--- config.mk ---
export PLATFORM = sky130hd
export DESIGN_NAME = longest_prefix_route_table_core
export DESIGN_NICKNAME = d
export VERILOG_FILES = /design/src/hw/rtl/lprt_pkg.sv /design/src/hw/rtl/lprt_pick.sv /design/src/hw/rtl/longest_prefix_route_table_core.sv
export SDC_FILE = /design/constraint.sdc
export NUM_CORES = 2
export LEC_CHECK = 0
export BUFFER_PORTS_ARGS = -buffer_cell sky130_fd_sc_hd__buf_4
export CORE_ASPECT_RATIO = 1.75
export CORE_MARGIN = 2
export CORE_UTILIZATION = 35
export DETAILED_ROUTE_END_ITERATION = 10
export PLACE_DENSITY_LB_ADDON = 0.3
export SLEW_MARGIN = 20
export SYNTH_ARGS = -nofsm -noshare
export SYNTH_HDL_FRONTEND = slang
export SYNTH_SLANG_ARGS = --single-unit
--- constraint.sdc ---
create_clock -name clk_i -period 13 [get_ports clk_i]
set_input_delay 0.65 -clock clk_i [delete_from_list [all_inputs] [get_ports clk_i]]
set_output_delay 0.65 -clock clk_i [all_outputs]
set_load 0.03 [all_outputs]
--- src/hw/rtl/lprt_pkg.sv ---
// Shared types and constants for the longest-prefix route table.
// Holds the route entry layout, operation codes, status codes and the prefix mask helper.
// Depends on nothing; every other file of the block imports it.
`default_nettype none

package lprt_pkg;

  // Fixed field widths of the route table.
  localparam int AddrBits = 32;
  localparam int IdW      = 5;
  localparam int PfxW     = 6;
  localparam int MetricW  = 16;
  localparam int IfW      = 4;
  localparam int TypeW    = 4;
  localparam int StatW    = 2;
  localparam int ModeW    = 3;

  // Metric given to added routes that carry a zero metric, until the register is written.
  localparam logic [MetricW-1:0] ResetMetric = 16'd30;

  // Operation codes of an input beat.
  typedef enum logic [ModeW-1:0] {
    MODE_ADD        = 3'd0,
    MODE_LOOKUP     = 3'd1,
    MODE_SET_NET    = 3'd2,
    MODE_SET_HOP    = 3'd3,
    MODE_SET_PFX    = 3'd4,
    MODE_SET_METRIC = 3'd5,
    MODE_READ       = 3'd6
  } mode_e;

  // Status codes of a result beat.
  localparam logic [StatW-1:0] ST_OK    = 2'd0;
  localparam logic [StatW-1:0] ST_NONE  = 2'd1;
  localparam logic [StatW-1:0] ST_FULL  = 2'd2;
  localparam logic [StatW-1:0] ST_INVAL = 2'd3;

  // One stored route.
  typedef struct packed {
    logic [IfW-1:0]      iface;
    logic [TypeW-1:0]    atype;
    logic [AddrBits-1:0] network;
    logic [AddrBits-1:0] next_hop;
    logic [PfxW-1:0]     prefix;
    logic [MetricW-1:0]  metric;
  } entry_t;

  // Mask that keeps the leading prefix bits of an address.
  function automatic logic [AddrBits-1:0] prefix_mask(input logic [PfxW-1:0] pfx);
    logic [PfxW-1:0] len;
    logic [PfxW-1:0] sh;
    len = (pfx > PfxW'(AddrBits)) ? PfxW'(AddrBits) : pfx;
    sh  = PfxW'(AddrBits) - len;
    if (len == '0) begin
      return '0;
    end
    return {AddrBits{1'b1}} << sh;
  endfunction

endpackage

`default_nettype wire

--- src/hw/rtl/lprt_pick.sv ---
// Candidate test for one lookup step of the route table.
// Decides whether a route read from the table replaces the best match held so far.
// Depends on lprt_pkg for the entry layout and the prefix mask.
`default_nettype none

module lprt_pick (
  input  lprt_pkg::entry_t               entry_i,
  input  lprt_pkg::entry_t               best_i,
  input  logic                           found_i,
  input  logic [lprt_pkg::TypeW-1:0]     addr_type_i,
  input  logic [lprt_pkg::IfW-1:0]       iface_id_i,
  input  logic                           iface_given_i,
  input  logic [lprt_pkg::AddrBits-1:0]  address_i,
  output logic                           take_o
);
  import lprt_pkg::*;

  logic match;
  logic better;

  // The route matches when type, optional interface and leading prefix bits agree.
  assign match = (entry_i.atype == addr_type_i) &&
                 (!iface_given_i || (entry_i.iface == iface_id_i)) &&
                 (((entry_i.network ^ address_i) & prefix_mask(entry_i.prefix)) == '0);

  // A longer prefix wins; on an equal prefix a lower or equal metric wins.
  assign better = !found_i ||
                  (entry_i.prefix > best_i.prefix) ||
                  ((entry_i.prefix == best_i.prefix) && (entry_i.metric <= best_i.metric));

  assign take_o = match && better;

endmodule

`default_nettype wire

--- src/hw/rtl/longest_prefix_route_table_core.sv ---
// Longest-prefix-match route table: route memory, operation sequencer and result register.
// Depends on lprt_pkg and instantiates lprt_pick for the lookup comparison.
//
// Usage:
//   Input channel (in_valid_i / in_stall_o) carries one operation per beat: add, lookup,
//   set network, set next hop, set prefix, set metric or read. Every operation gives
//   exactly one result beat on the output channel (out_valid_o / out_stall_i).
//   The configuration channel (cfg_valid_i / cfg_ready_o / cfg_data_i) writes the default
//   metric; it is always ready and should be written only while the table is idle.
//   Routes live in a memory with one write port and one registered read port. The block works on
//   one operation at a time and stalls the input until that operation is finished.
//   Add, bad id and unused codes go from idle straight to the done state; set and read
//   operations pass through the read-modify-write state first (read, modify and write back);
//   a lookup walks the stored routes in the scan state, reading one route per cycle from the
//   memory port, then goes to the done state, which hands the result to the output register.
//   A finished result waits in a holding register while the output register is stalled;
//   the next input beat is accepted once it has moved on, even while the output waits.
//   Reset empties the table (the route count clears) and restores the default metric of 30;
//   the memory itself is not cleared, since only stored routes are ever used.
`default_nettype none

module longest_prefix_route_table_core #(
  parameter int ENTRIES = 16
) (
  input  logic                           clk_i,
  input  logic                           rst_ni,
  // Configuration channel
  input  logic                           cfg_valid_i,
  output logic                           cfg_ready_o,
  input  logic [lprt_pkg::MetricW-1:0]   cfg_data_i,
  // Input channel
  input  logic                           in_valid_i,
  output logic                           in_stall_o,
  input  logic [lprt_pkg::ModeW-1:0]     mode_i,
  input  logic [lprt_pkg::IdW-1:0]       route_id_i,
  input  logic [lprt_pkg::IfW-1:0]       iface_id_i,
  input  logic                           iface_given_i,
  input  logic [lprt_pkg::TypeW-1:0]     addr_type_i,
  input  logic [lprt_pkg::AddrBits-1:0]  address_i,
  input  logic [lprt_pkg::AddrBits-1:0]  next_hop_in_i,
  input  logic [lprt_pkg::PfxW-1:0]      prefix_in_i,
  input  logic [lprt_pkg::MetricW-1:0]   metric_in_i,
  // Output channel
  output logic                           out_valid_o,
  input  logic                           out_stall_i,
  output logic [lprt_pkg::StatW-1:0]     status_o,
  output logic [lprt_pkg::IdW-1:0]       hit_id_o,
  output logic [lprt_pkg::IfW-1:0]       hit_iface_o,
  output logic [lprt_pkg::TypeW-1:0]     hit_type_o,
  output logic [lprt_pkg::AddrBits-1:0]  hit_network_o,
  output logic [lprt_pkg::AddrBits-1:0]  hit_next_hop_o,
  output logic [lprt_pkg::PfxW-1:0]      hit_prefix_o,
  output logic [lprt_pkg::MetricW-1:0]   hit_metric_o
);
  import lprt_pkg::*;

  localparam int IdxW = (ENTRIES > 1) ? $clog2(ENTRIES) : 1;
  localparam int CntW = $clog2(ENTRIES + 1);
  localparam int CmpW = (CntW > IdW) ? CntW : IdW;

  typedef enum logic [1:0] {
    S_IDLE,
    S_RMW,
    S_SCAN,
    S_DONE
  } state_e;

  // Operation held while it is worked on.
  typedef struct packed {
    logic [ModeW-1:0]    mode;
    logic [IfW-1:0]      iface;
    logic                iface_given;
    logic [TypeW-1:0]    atype;
    logic [AddrBits-1:0] address;
    logic [AddrBits-1:0] next_hop;
    logic [PfxW-1:0]     prefix;
    logic [MetricW-1:0]  metric;
  } req_t;

  // One result beat.
  typedef struct packed {
    logic [StatW-1:0] status;
    logic [IdW-1:0]   id;
    entry_t           ent;
  } res_t;

  // Route id reported for a memory index.
  function automatic logic [IdW-1:0] id_of(input logic [IdxW-1:0] idx);
    logic [IdxW:0] t;
    t = {1'b0, idx} + 1'b1;
    return IdW'(t);
  endfunction

  state_e                state_q, state_d;
  req_t                  req_q, req_d;
  logic [CntW-1:0]       cnt_q, cnt_d;
  logic [IdxW-1:0]       ptr_q, ptr_d;
  logic                  found_q, found_d;
  entry_t                best_q, best_d;
  logic [IdxW-1:0]       best_idx_q, best_idx_d;
  res_t                  res_q, res_d;
  res_t                  out_q, out_d;
  logic                  out_valid_q, out_valid_d;
  logic [MetricW-1:0]    default_q;

  entry_t                mem [ENTRIES];
  entry_t                rdata_q;
  logic                  mem_we;
  logic [IdxW-1:0]       mem_waddr;
  logic [IdxW-1:0]       mem_raddr;
  entry_t                mem_wdata;

  entry_t                ent_new;
  entry_t                ent_mod;
  logic                  take;
  logic                  last;

  // Route built from an add beat.
  assign ent_new = '{iface:    iface_id_i,
                     atype:    addr_type_i,
                     network:  address_i,
                     next_hop: next_hop_in_i,
                     prefix:   prefix_in_i,
                     metric:   (metric_in_i == '0) ? default_q : metric_in_i};

  // Route after a per-entry write; an out-of-range prefix leaves it as it was.
  always_comb begin
    ent_mod = rdata_q;
    case (mode_e'(req_q.mode))
      MODE_SET_NET:    ent_mod.network  = req_q.address;
      MODE_SET_HOP:    ent_mod.next_hop = req_q.next_hop;
      MODE_SET_PFX: begin
        if (req_q.prefix <= PfxW'(AddrBits)) begin
          ent_mod.prefix = req_q.prefix;
        end
      end
      MODE_SET_METRIC: ent_mod.metric   = req_q.metric;
      default:         ent_mod = rdata_q;
    endcase
  end

  // Lookup comparison for the route read in this cycle.
  lprt_pick u_pick (
    .entry_i       (rdata_q),
    .best_i        (best_q),
    .found_i       (found_q),
    .addr_type_i   (req_q.atype),
    .iface_id_i    (req_q.iface),
    .iface_given_i (req_q.iface_given),
    .address_i     (req_q.address),
    .take_o        (take)
  );

  assign last = ((CntW'(ptr_q) + 1'b1) == cnt_q);

  // Sequencer next-state logic and memory port control.
  always_comb begin
    state_d     = state_q;
    req_d       = req_q;
    cnt_d       = cnt_q;
    ptr_d       = ptr_q;
    found_d     = found_q;
    best_d      = best_q;
    best_idx_d  = best_idx_q;
    res_d       = res_q;
    out_d       = out_q;
    out_valid_d = out_valid_q;
    mem_we      = 1'b0;
    mem_waddr   = ptr_q;
    mem_wdata   = ent_mod;
    mem_raddr   = IdxW'(ptr_q + 1'b1);

    // The output register empties when its beat is taken.
    if (out_valid_q && !out_stall_i) begin
      out_valid_d = 1'b0;
    end

    case (state_q)
      S_IDLE: begin
        if (mode_e'(mode_i) == MODE_LOOKUP) begin
          mem_raddr = '0;
        end else begin
          mem_raddr = IdxW'(route_id_i - 1'b1);
        end
        if (in_valid_i) begin
          req_d = '{mode:        mode_i,
                    iface:       iface_id_i,
                    iface_given: iface_given_i,
                    atype:       addr_type_i,
                    address:     address_i,
                    next_hop:    next_hop_in_i,
                    prefix:      prefix_in_i,
                    metric:      metric_in_i};
          state_d = S_DONE;
          case (mode_e'(mode_i))
            MODE_ADD: begin
              if (cnt_q == CntW'(ENTRIES)) begin
                res_d = '{status: ST_FULL, id: '0, ent: '0};
              end else if (prefix_in_i > PfxW'(AddrBits)) begin
                res_d = '{status: ST_INVAL, id: '0, ent: '0};
              end else begin
                mem_we    = 1'b1;
                mem_waddr = IdxW'(cnt_q);
                mem_wdata = ent_new;
                cnt_d     = cnt_q + 1'b1;
                res_d     = '{status: ST_OK, id: id_of(IdxW'(cnt_q)), ent: ent_new};
              end
            end
            MODE_LOOKUP: begin
              found_d = 1'b0;
              ptr_d   = '0;
              if (cnt_q == '0) begin
                res_d = '{status: ST_NONE, id: '0, ent: '0};
              end else begin
                state_d = S_SCAN;
              end
            end
            MODE_SET_NET, MODE_SET_HOP, MODE_SET_PFX, MODE_SET_METRIC, MODE_READ: begin
              if ((route_id_i == '0) || (CmpW'(route_id_i) > CmpW'(cnt_q))) begin
                res_d = '{status: ST_NONE, id: '0, ent: '0};
              end else begin
                ptr_d   = IdxW'(route_id_i - 1'b1);
                state_d = S_RMW;
              end
            end
            default: begin
              res_d = '{status: ST_INVAL, id: '0, ent: '0};
            end
          endcase
        end
      end

      // The addressed route is in rdata_q: update, write back (except for a read) and report it.
      S_RMW: begin
        mem_we    = (mode_e'(req_q.mode) != MODE_READ);
        mem_waddr = ptr_q;
        mem_wdata = ent_mod;
        if ((mode_e'(req_q.mode) == MODE_SET_PFX) && (req_q.prefix > PfxW'(AddrBits))) begin
          res_d = '{status: ST_INVAL, id: id_of(ptr_q), ent: ent_mod};
        end else begin
          res_d = '{status: ST_OK, id: id_of(ptr_q), ent: ent_mod};
        end
        state_d = S_DONE;
      end

      // One route per cycle arrives from the memory; the next read is already issued.
      S_SCAN: begin
        if (take) begin
          found_d    = 1'b1;
          best_d     = rdata_q;
          best_idx_d = ptr_q;
        end
        if (last) begin
          if (take) begin
            res_d = '{status: ST_OK, id: id_of(ptr_q), ent: rdata_q};
          end else if (found_q) begin
            res_d = '{status: ST_OK, id: id_of(best_idx_q), ent: best_q};
          end else begin
            res_d = '{status: ST_NONE, id: '0, ent: '0};
          end
          state_d = S_DONE;
        end else begin
          ptr_d = IdxW'(ptr_q + 1'b1);
        end
      end

      // Hand the result to the output register once it is free.
      S_DONE: begin
        if (!out_valid_q || !out_stall_i) begin
          out_d       = res_q;
          out_valid_d = 1'b1;
          state_d     = S_IDLE;
        end
      end

      default: begin
        state_d = S_IDLE;
      end
    endcase
  end

  // Sequencer state and registered outputs.
  always_ff @(posedge clk_i or negedge rst_ni) begin
    if (!rst_ni) begin
      state_q     <= S_IDLE;
      req_q       <= '0;
      cnt_q       <= '0;
      ptr_q       <= '0;
      found_q     <= 1'b0;
      best_q      <= '0;
      best_idx_q  <= '0;
      res_q       <= '0;
      out_q       <= '0;
      out_valid_q <= 1'b0;
      default_q   <= ResetMetric;
    end else begin
      state_q     <= state_d;
      req_q       <= req_d;
      cnt_q       <= cnt_d;
      ptr_q       <= ptr_d;
      found_q     <= found_d;
      best_q      <= best_d;
      best_idx_q  <= best_idx_d;
      res_q       <= res_d;
      out_q       <= out_d;
      out_valid_q <= out_valid_d;
      if (cfg_valid_i) begin
        default_q <= cfg_data_i;
      end
    end
  end

  // Route memory: one write and one registered read per cycle.
  always_ff @(posedge clk_i) begin
    if (mem_we) begin
      mem[mem_waddr] <= mem_wdata;
    end
    rdata_q <= mem[mem_raddr];
  end

  // Port drive.
  assign cfg_ready_o    = 1'b1;
  assign in_stall_o     = (state_q != S_IDLE);
  assign out_valid_o    = out_valid_q;
  assign status_o       = out_q.status;
  assign hit_id_o       = out_q.id;
  assign hit_iface_o    = out_q.ent.iface;
  assign hit_type_o     = out_q.ent.atype;
  assign hit_network_o  = out_q.ent.network;
  assign hit_next_hop_o = out_q.ent.next_hop;
  assign hit_prefix_o   = out_q.ent.prefix;
  assign hit_metric_o   = out_q.ent.metric;

  // The route count never passes the table size.
  a_cnt_bound: assert property (@(posedge clk_i) disable iff (!rst_ni)
    CntW'(ENTRIES) >= cnt_q)
    else $error("route count exceeds table size");

  // A reported prefix length is always within the address width.
  a_pfx_bound: assert property (@(posedge clk_i) disable iff (!rst_ni)
    out_valid_o |-> (hit_prefix_o <= PfxW'(AddrBits)))
    else $error("reported prefix length out of range");

  // An accepted beat always starts work, so the sequencer leaves idle.
  a_accept_busy: assert property (@(posedge clk_i) disable iff (!rst_ni)
    (in_valid_i && !in_stall_o) |=> (state_q != S_IDLE))
    else $error("accepted beat did not start an operation");

  // A lookup scan stays within the stored routes.
  a_scan_range: assert property (@(posedge clk_i) disable iff (!rst_ni)
    (state_q == S_SCAN) |-> (CntW'(ptr_q) < cnt_q))
    else $error("lookup scan beyond stored routes");

endmodule

`default_nettype wire
After elaboration in Yosys (flattened, before gate mapping)
Memory sizes are Yosys's and may differ from the RTL's. A register that Yosys moved wholly into a read port is not among the register bits.
Cells that the tools add are included.
- bits in latches: 0
- RAM bits: 1504
- bits in read-only memories: 0
- output and inout bits: 104
- bits of input ports: 124
- memories: 1
- word-level logic and storage cells: 179
- bits in registers: 427
- memory list (name ; words ; bits a word ; rd ports ; clocked after Yosys merged registers in ; write ports ; RTL line ; text):
    mem ; 16 ; 94 ; 1 ; 1 ; 1 ; longest_prefix_route_table_core.sv:106 ; entry_t mem [ENTRIES];
- mux-type cells: 59
- $mul: 0
- equal/unequal tests: 29
- reduce and logical (&&, ||, !) cells: 34
- bitwise logic cells: 4
- shift-type cells: 1
- $add $sub $neg: 7
- div/mod/pow operators: 0
- order comparisons: 7
- operators with widths (cell ; number):
    101-bit 2-to-1 mux ; 7
    101-bit one-hot mux with 3 select lines ; 2
    94-bit 2-to-1 mux ; 5
    100-bit 2-to-1 mux ; 2
    32-bit 2-to-1 mux ; 4
    4-bit 2-to-1 mux ; 10
    32-bit AND ; 1
    32-bit zero test ; 1
    16-bit 2-to-1 mux ; 2
    32-bit by 6-bit << shifter with 32-bit output (first input constant) ; 1
    32-bit XOR ; 1
    6-bit > comparator (second input constant) ; 3
    6-bit 2-to-1 mux ; 3
    16-bit less-or-equal comparator ; 1
    16-bit zero test ; 1
    4-bit one-hot mux with 2 select lines ; 2
    4-bit by 1-bit adder with 5-bit output (second input constant) ; 3
    3-bit == test (second input constant) ; 5
    5-bit AND reduction ; 3
    1-bit 2-to-1 mux ; 14
    3-bit by 2-bit == test with 1-bit output (second input constant) ; 4
    2-bit != test (second input constant) ; 6
    3-bit != test (second input constant) ; 4
    5-bit zero test ; 2
    other kinds (32) ; 54

Depth between registers and ports, before layout
- depth after elaboration: 12
- depth in mapped cells: 16
- gate-level depth less buffers: 13

Cells and area by module
From an unflattened synthesis, not the netlist that was laid out.
- cell total of the unflattened synthesis: 5989
- area, all modules: 82679.3 µm²
- by module, submodules not included (module ; times used ; sequential area each (µm²) ; area each (µm²) ; cells an instance):
    longest_prefix_route_table_core ; 1 ; 57735.4 ; 81226.7 ; 5791
    lprt_pick ; 1 ; 0.0 ; 1452.6 ; 198

Least setup slack after synthesis
Ideal clock, no wire load.
- kind: input port to flip-flop
- from: input mode_i[0] (netlist bit)
- to: memory mem[2][0] (netlist bit) (enable)
- data required time: 12452 ps
- arrival: 6115 ps
- library setup time: 548 ps
- buffers on the path: 1
- stages on the path: 8
- setup slack: 6337 ps
- path through: or3_1 -> a31oi_1 -> and2_1 -> clkbuf_1 -> nand3_1 -> nor3_1 -> a31oi_1 -> nor2_1
- cells in the longest elaborated chain, start to end: 6
- elaborated cells on any way between the ends: 9
- those cells by class: 8 x mux; 1 x reduce/logical
- RTL lines (what ; RTL line ; text):
    from (decl) ; longest_prefix_route_table_core.sv:34 ; input logic [lprt_pkg::ModeW-1:0] mode_i,
    3-bit zero test * ; longest_prefix_route_table_core.sv:195 ; case (mode_e'(mode_i))
    1-bit 2-to-1 mux ; longest_prefix_route_table_core.sv:195 ;
    1-bit 2-to-1 mux ; longest_prefix_route_table_core.sv:185 ; if (in_valid_i) begin
    1-bit one-hot mux with 2 select lines ; longest_prefix_route_table_core.sv:178 ; case (state_q)
    1-bit 2-to-1 mux ; longest_prefix_route_table_core.sv:315 ; if (mem_we) begin
    1-bit 2-to-1 mux (not written as such) ; longest_prefix_route_table_core.sv:316 ; mem[mem_waddr] <= mem_wdata;
    to (decl) ; longest_prefix_route_table_core.sv:106 ;
Every way passes the cells marked *; elsewhere a longest branch is shown, timed or not.

Worst setup path after layout
- from: register rdata_q[17] (netlist name)
- to: register res_q[13] (netlist bit)
- cells in the longest elaborated chain, start to end: 12
- elaborated cells on any way between the ends: 19
- those cells by class: 1 x add/sub; 2 x order compare; 1 x eq/ne; 1 x shift; 6 x mux; 1 x bitwise; 7 x reduce/logical
- RTL lines (what ; RTL line ; text):
    6-bit > comparator ; lprt_pkg.sv:52 ; len = (pfx > PfxW'(AddrBits)) ? PfxW'(AddrBits) : pfx;
    6-bit 2-to-1 mux ; lprt_pkg.sv:52 ;
    6-bit subtractor / 6-bit zero test (equally long branches) ; lprt_pkg.sv:53, lprt_pkg.sv:54 ;
    32-bit by 6-bit << shifter with 32-bit output / 1-bit 2-to-1 mux (equally long branches) ; lprt_pkg.sv:57, lprt_pkg.sv:54 ;
    32-bit 2-to-1 mux ; lprt_pkg.sv:57 ; return {AddrBits{1'b1}} << sh;
    32-bit AND ; lprt_pick.sv:24 ; (((entry_i.network ^ address_i) & prefix_mask(entry_i.prefix)) == '0);
    32-bit zero test ; lprt_pick.sv:24 ;
    1-bit logical AND ; lprt_pick.sv:23 ; (!iface_given_i || (entry_i.iface == iface_id_i)) &&
    1-bit logical AND * ; lprt_pick.sv:31 ; assign take_o = match && better;
    100-bit 2-to-1 mux * ; longest_prefix_route_table_core.sv:254 ; if (take) begin
    101-bit 2-to-1 mux * ; longest_prefix_route_table_core.sv:253 ; if (last) begin
    101-bit one-hot mux with 3 select lines * ; longest_prefix_route_table_core.sv:178 ;
    to (signal assigned) ; longest_prefix_route_table_core.sv:304 ; res_q <= res_d;
    to (decl) ; longest_prefix_route_table_core.sv:101 ; res_t res_q, res_d;
Every way passes the cells marked *; elsewhere a longest branch is shown, timed or not. The select of a mux whose other input is x is not followed.
A chain may end at the register's enable or synchronous reset.

==> flow_summary_export.csv <==
group,metric,value,unit
die,fp.dieArea,242000,um^2
global_routing,grt_usage,0.193,
synth,synth_cell_types,77,
run,maxCapViolations,0,
clocking,clk_path_buf_depth,4,
timing,setup_viol,0,
synth,synth_edf_count,1504,
global_routing,grt_pass1_wl,358000,um
global_routing,top_usage_layer,"met2",
min_path,hp-class,"in -> reg",
placed_design,gp_congestion,0.862,
synth,netlist_instances,6823,
global_routing,antenna_found_initial,10,
synth,netlist_top_cells_area,"edfxtp_1 (54%), dfrtp_1 (13%), nand2_1 (8.7%)",
global_routing,grt_max_degree,190,
timing,max_freq,168,MHz
synth,syn_nets,6986,
die,die_w,373,um
clocking,clk_pin_slew,0.07,ns
timing,rsz0062_at_grt,"no",
clocking,cts_tree,"done",
clocking,cts_root_buf,"clkbuf_16",
global_routing,grt.met1_usage,0.244,
die,rows,237,
min_path,min_from,"cfg_data_i[5]",
placed_design,hpwl,136000,um
timing,skew,0.0453,ns
synth,mappedNetlistArea,83400,um^2
die,die_height,650,um
global_routing,grt_pass1_vias,54300,
global_routing,grtUsageMet3,0.0216,
clocking,clk_latency,0.83,ns
pwr,leakagePower,34.8,nW
timing,tightestPinTransition,1.13,ns
synth,synth_top_area_share,0.542,
timing,relSlewSlack,0.245,
synth,post-synth-top-area-cell,"edfxtp_1",
pwr,powerDensity,289,nW/um^2
routing,route.vias.total,55800,
pwr,max-vdd-ir-drop,336,uV
clocking,post_cts_buffers,0,
layout,fin_util,0.398,
critical_path,crit_path_cell_trace,"nand2_1, ha_1, xnor2_1, o21ai_0, a2111oi_0, o211ai_1, a2111o_1, a21oi_4, buf_4, nand2_1, a311oi_2",
synth,synth-seq-area-share,0.692,
placed_design,port_buffers,226,
clocking,cts_buffers,178,
routing,wl,241000,um
timing,maxSlewViolCount,0,
critical_path,arrival,6.67,ns
die,initial_core_util,0.351,
die,core_region_area,238000,um^2
routing,drc,0,
timing,fin_hold_ws,0.0702,ns
routing,ant_nets,0,
clocking,cts_htree_levels,4,
layout,stdcell_area,94500,um^2
synth,ys_warn_count,0,
timing,post-route-period-util,0.457,
timing,hold_violations,0,
critical_path,worstPathRequired,13.72,ns
global_routing,met2_usage,0.337,
critical_path,critPathKind,"reg -> reg",
synth,avgSynthCellArea,12.2,um^2
global_routing,grt-ovfl-total,0,
routing,wire_per_inst,23.8,um
synth,synth-seq-cells,2025,
critical_path,crit_path_end_kind,"register",
pwr,p_total,27.3,mW
critical_path,r2r_slack,7.05,ns
clocking,hold_buffers,2,
synth,ys_top_cells_by_count,"nand2_1 (1925), edfxtp_1 (1504), clkbuf_1 (423), dfrtp_1 (423), and3_1 (285)",
synth,ys.flop_type,"edfxtp_1",
placed_design,place_ws,6.87,ns
status,outcome,"finished clean",
routing,drt_pass1_iterations,7,
timing,min_period,5.95,ns
layout,final_layout_size_suffix_gt1_frac,0.134,
routing,drt_iter0_drc,4603,
clocking,post_cts_resized,0,
critical_path,critPathMaxFanout,61,
synth,yosysMostFrequentCell,"nand2_1",
critical_path,start_kind,"register",
critical_path,crit_path_top_delay_cell,"xnor2_1",
routing,vias_per_cell,5.50,
critical_path,crit_top_cell,"nand2_1",
placed_design,dp_cells,9815,
layout,nets,7055,
critical_path,startpoint,"rdata_q[17]$_DFF_P_",
synth,synthArstFlopShare,0.211,
layout,area_growth,13.3,%
clocking,clkSinkCount,2025,
die,ios,228,
critical_path,crit_path_max_incr_delay,0.81,ns
timing,final.setup.tns,0,ns
placed_design,dpl_cell_area,88700,um^2
layout,fin_cells,10100,
timing,fin_ws,7.05,ns
critical_path,regToRegStartpoint,"rdata_q[17]$_DFF_P_",
critical path: cells and delay by family, from the launching register on:
family	cells	cell delay (ns)
XOR/XNOR	1	0.81
AO/OA/AOI/OAI	6	2.59
AND/OR/NAND/NOR	2	0.43
adder cells (fa/ha/maj)	1	0.40
buffers and inverters	1	0.80
flip-flops	1	0.72
power by group:
group	total, mW	internal (mW)	switching (mW)
registers	9.87	9.07	0.809
clock network	5.31	2.96	2.35
logic	12.1	3.88	8.26
final timing paths:
kind	endpoint	cells past startpoint
max in group asynchronous	req_q[39]$_DFFE_PN0P_	4
max	res_q[13]$_DFFE_PN0P_	11
max reg2reg	res_q[13]$_DFFE_PN0P_	11
min	default_q[5]$_DFFE_PN0P_	2
min in group asynchronous	hit_network_o[24]$_DFFE_PN0P_	2
min reg2reg	best_q[29]$_DFFE_PN0P_	2
cell families (layout without fill, tap and decap cells):
kind of cell    count (synthesis)  in the layout  synth area share
flops                        2025           2025             0.692
other cells                     1              4         0.0000450
compound gates               1104           1104            0.0914
fa+ha+maj                      39             39           0.00585
mux                           320            320            0.0417
buf+inv                       526            728            0.0244
xor+xnor                       58             58           0.00609
simple gates                 2750           2750             0.138
cells in the final DEF (no fill, tap or decap), types with 22 or more instances in the layout:
cell / count
ha_1: 38
edfxtp_1: 1504
clkinv_1: 22
a21oi_1: 264
dfxtp_1: 94
xor2_1: 28
a31oi_1: 237
nor3_1: 32
clkinv_2: 25
and3_1: 285
nor2_1: 233
nand3_1: 200
a311oi_1: 195
xnor2_1: 30
o21ai_0: 77
dfrtp_1: 423
a211oi_1: 130
clkbuf_1: 40
buf_4: 353
clkbuf_16: 182
mux2_2: 217
inv_1: 44
mux2i_1: 92
a221oi_1: 79
nand2_1: 1923
cell type report:
type                    instances  area (um^2)
flip-flops and latches       2025        57700
fillers                     22100       143000
clock buffers                 242         4980
multi-input cells            4272        24000
well taps                    3107         3890
diodes                          3         7.51
inverters                      45          169
repair buffers                370         2940
clock inverters                71          704
routing by layer:
metal | wire [um] | vias up
li1 | - | 24900
met4 | 9130 | 0
met2 | 121000 | 1909
met3 | 13600 | 444
met5 | 0 | -
met1 | 97700 | 28500
registers in the layout (all words and copies together) (netlist names), 32 cells and up:
| name | flops |
|---|---|
| mem | 1504 |
| res_q | 101 |
| req_q | 98 |
| best_q | 94 |
| rdata_q | 86 |
| hit_network_o | 32 |
| hit_next_hop_o | 32 |
No activity file was read; power rests on OpenSTA's default activity.
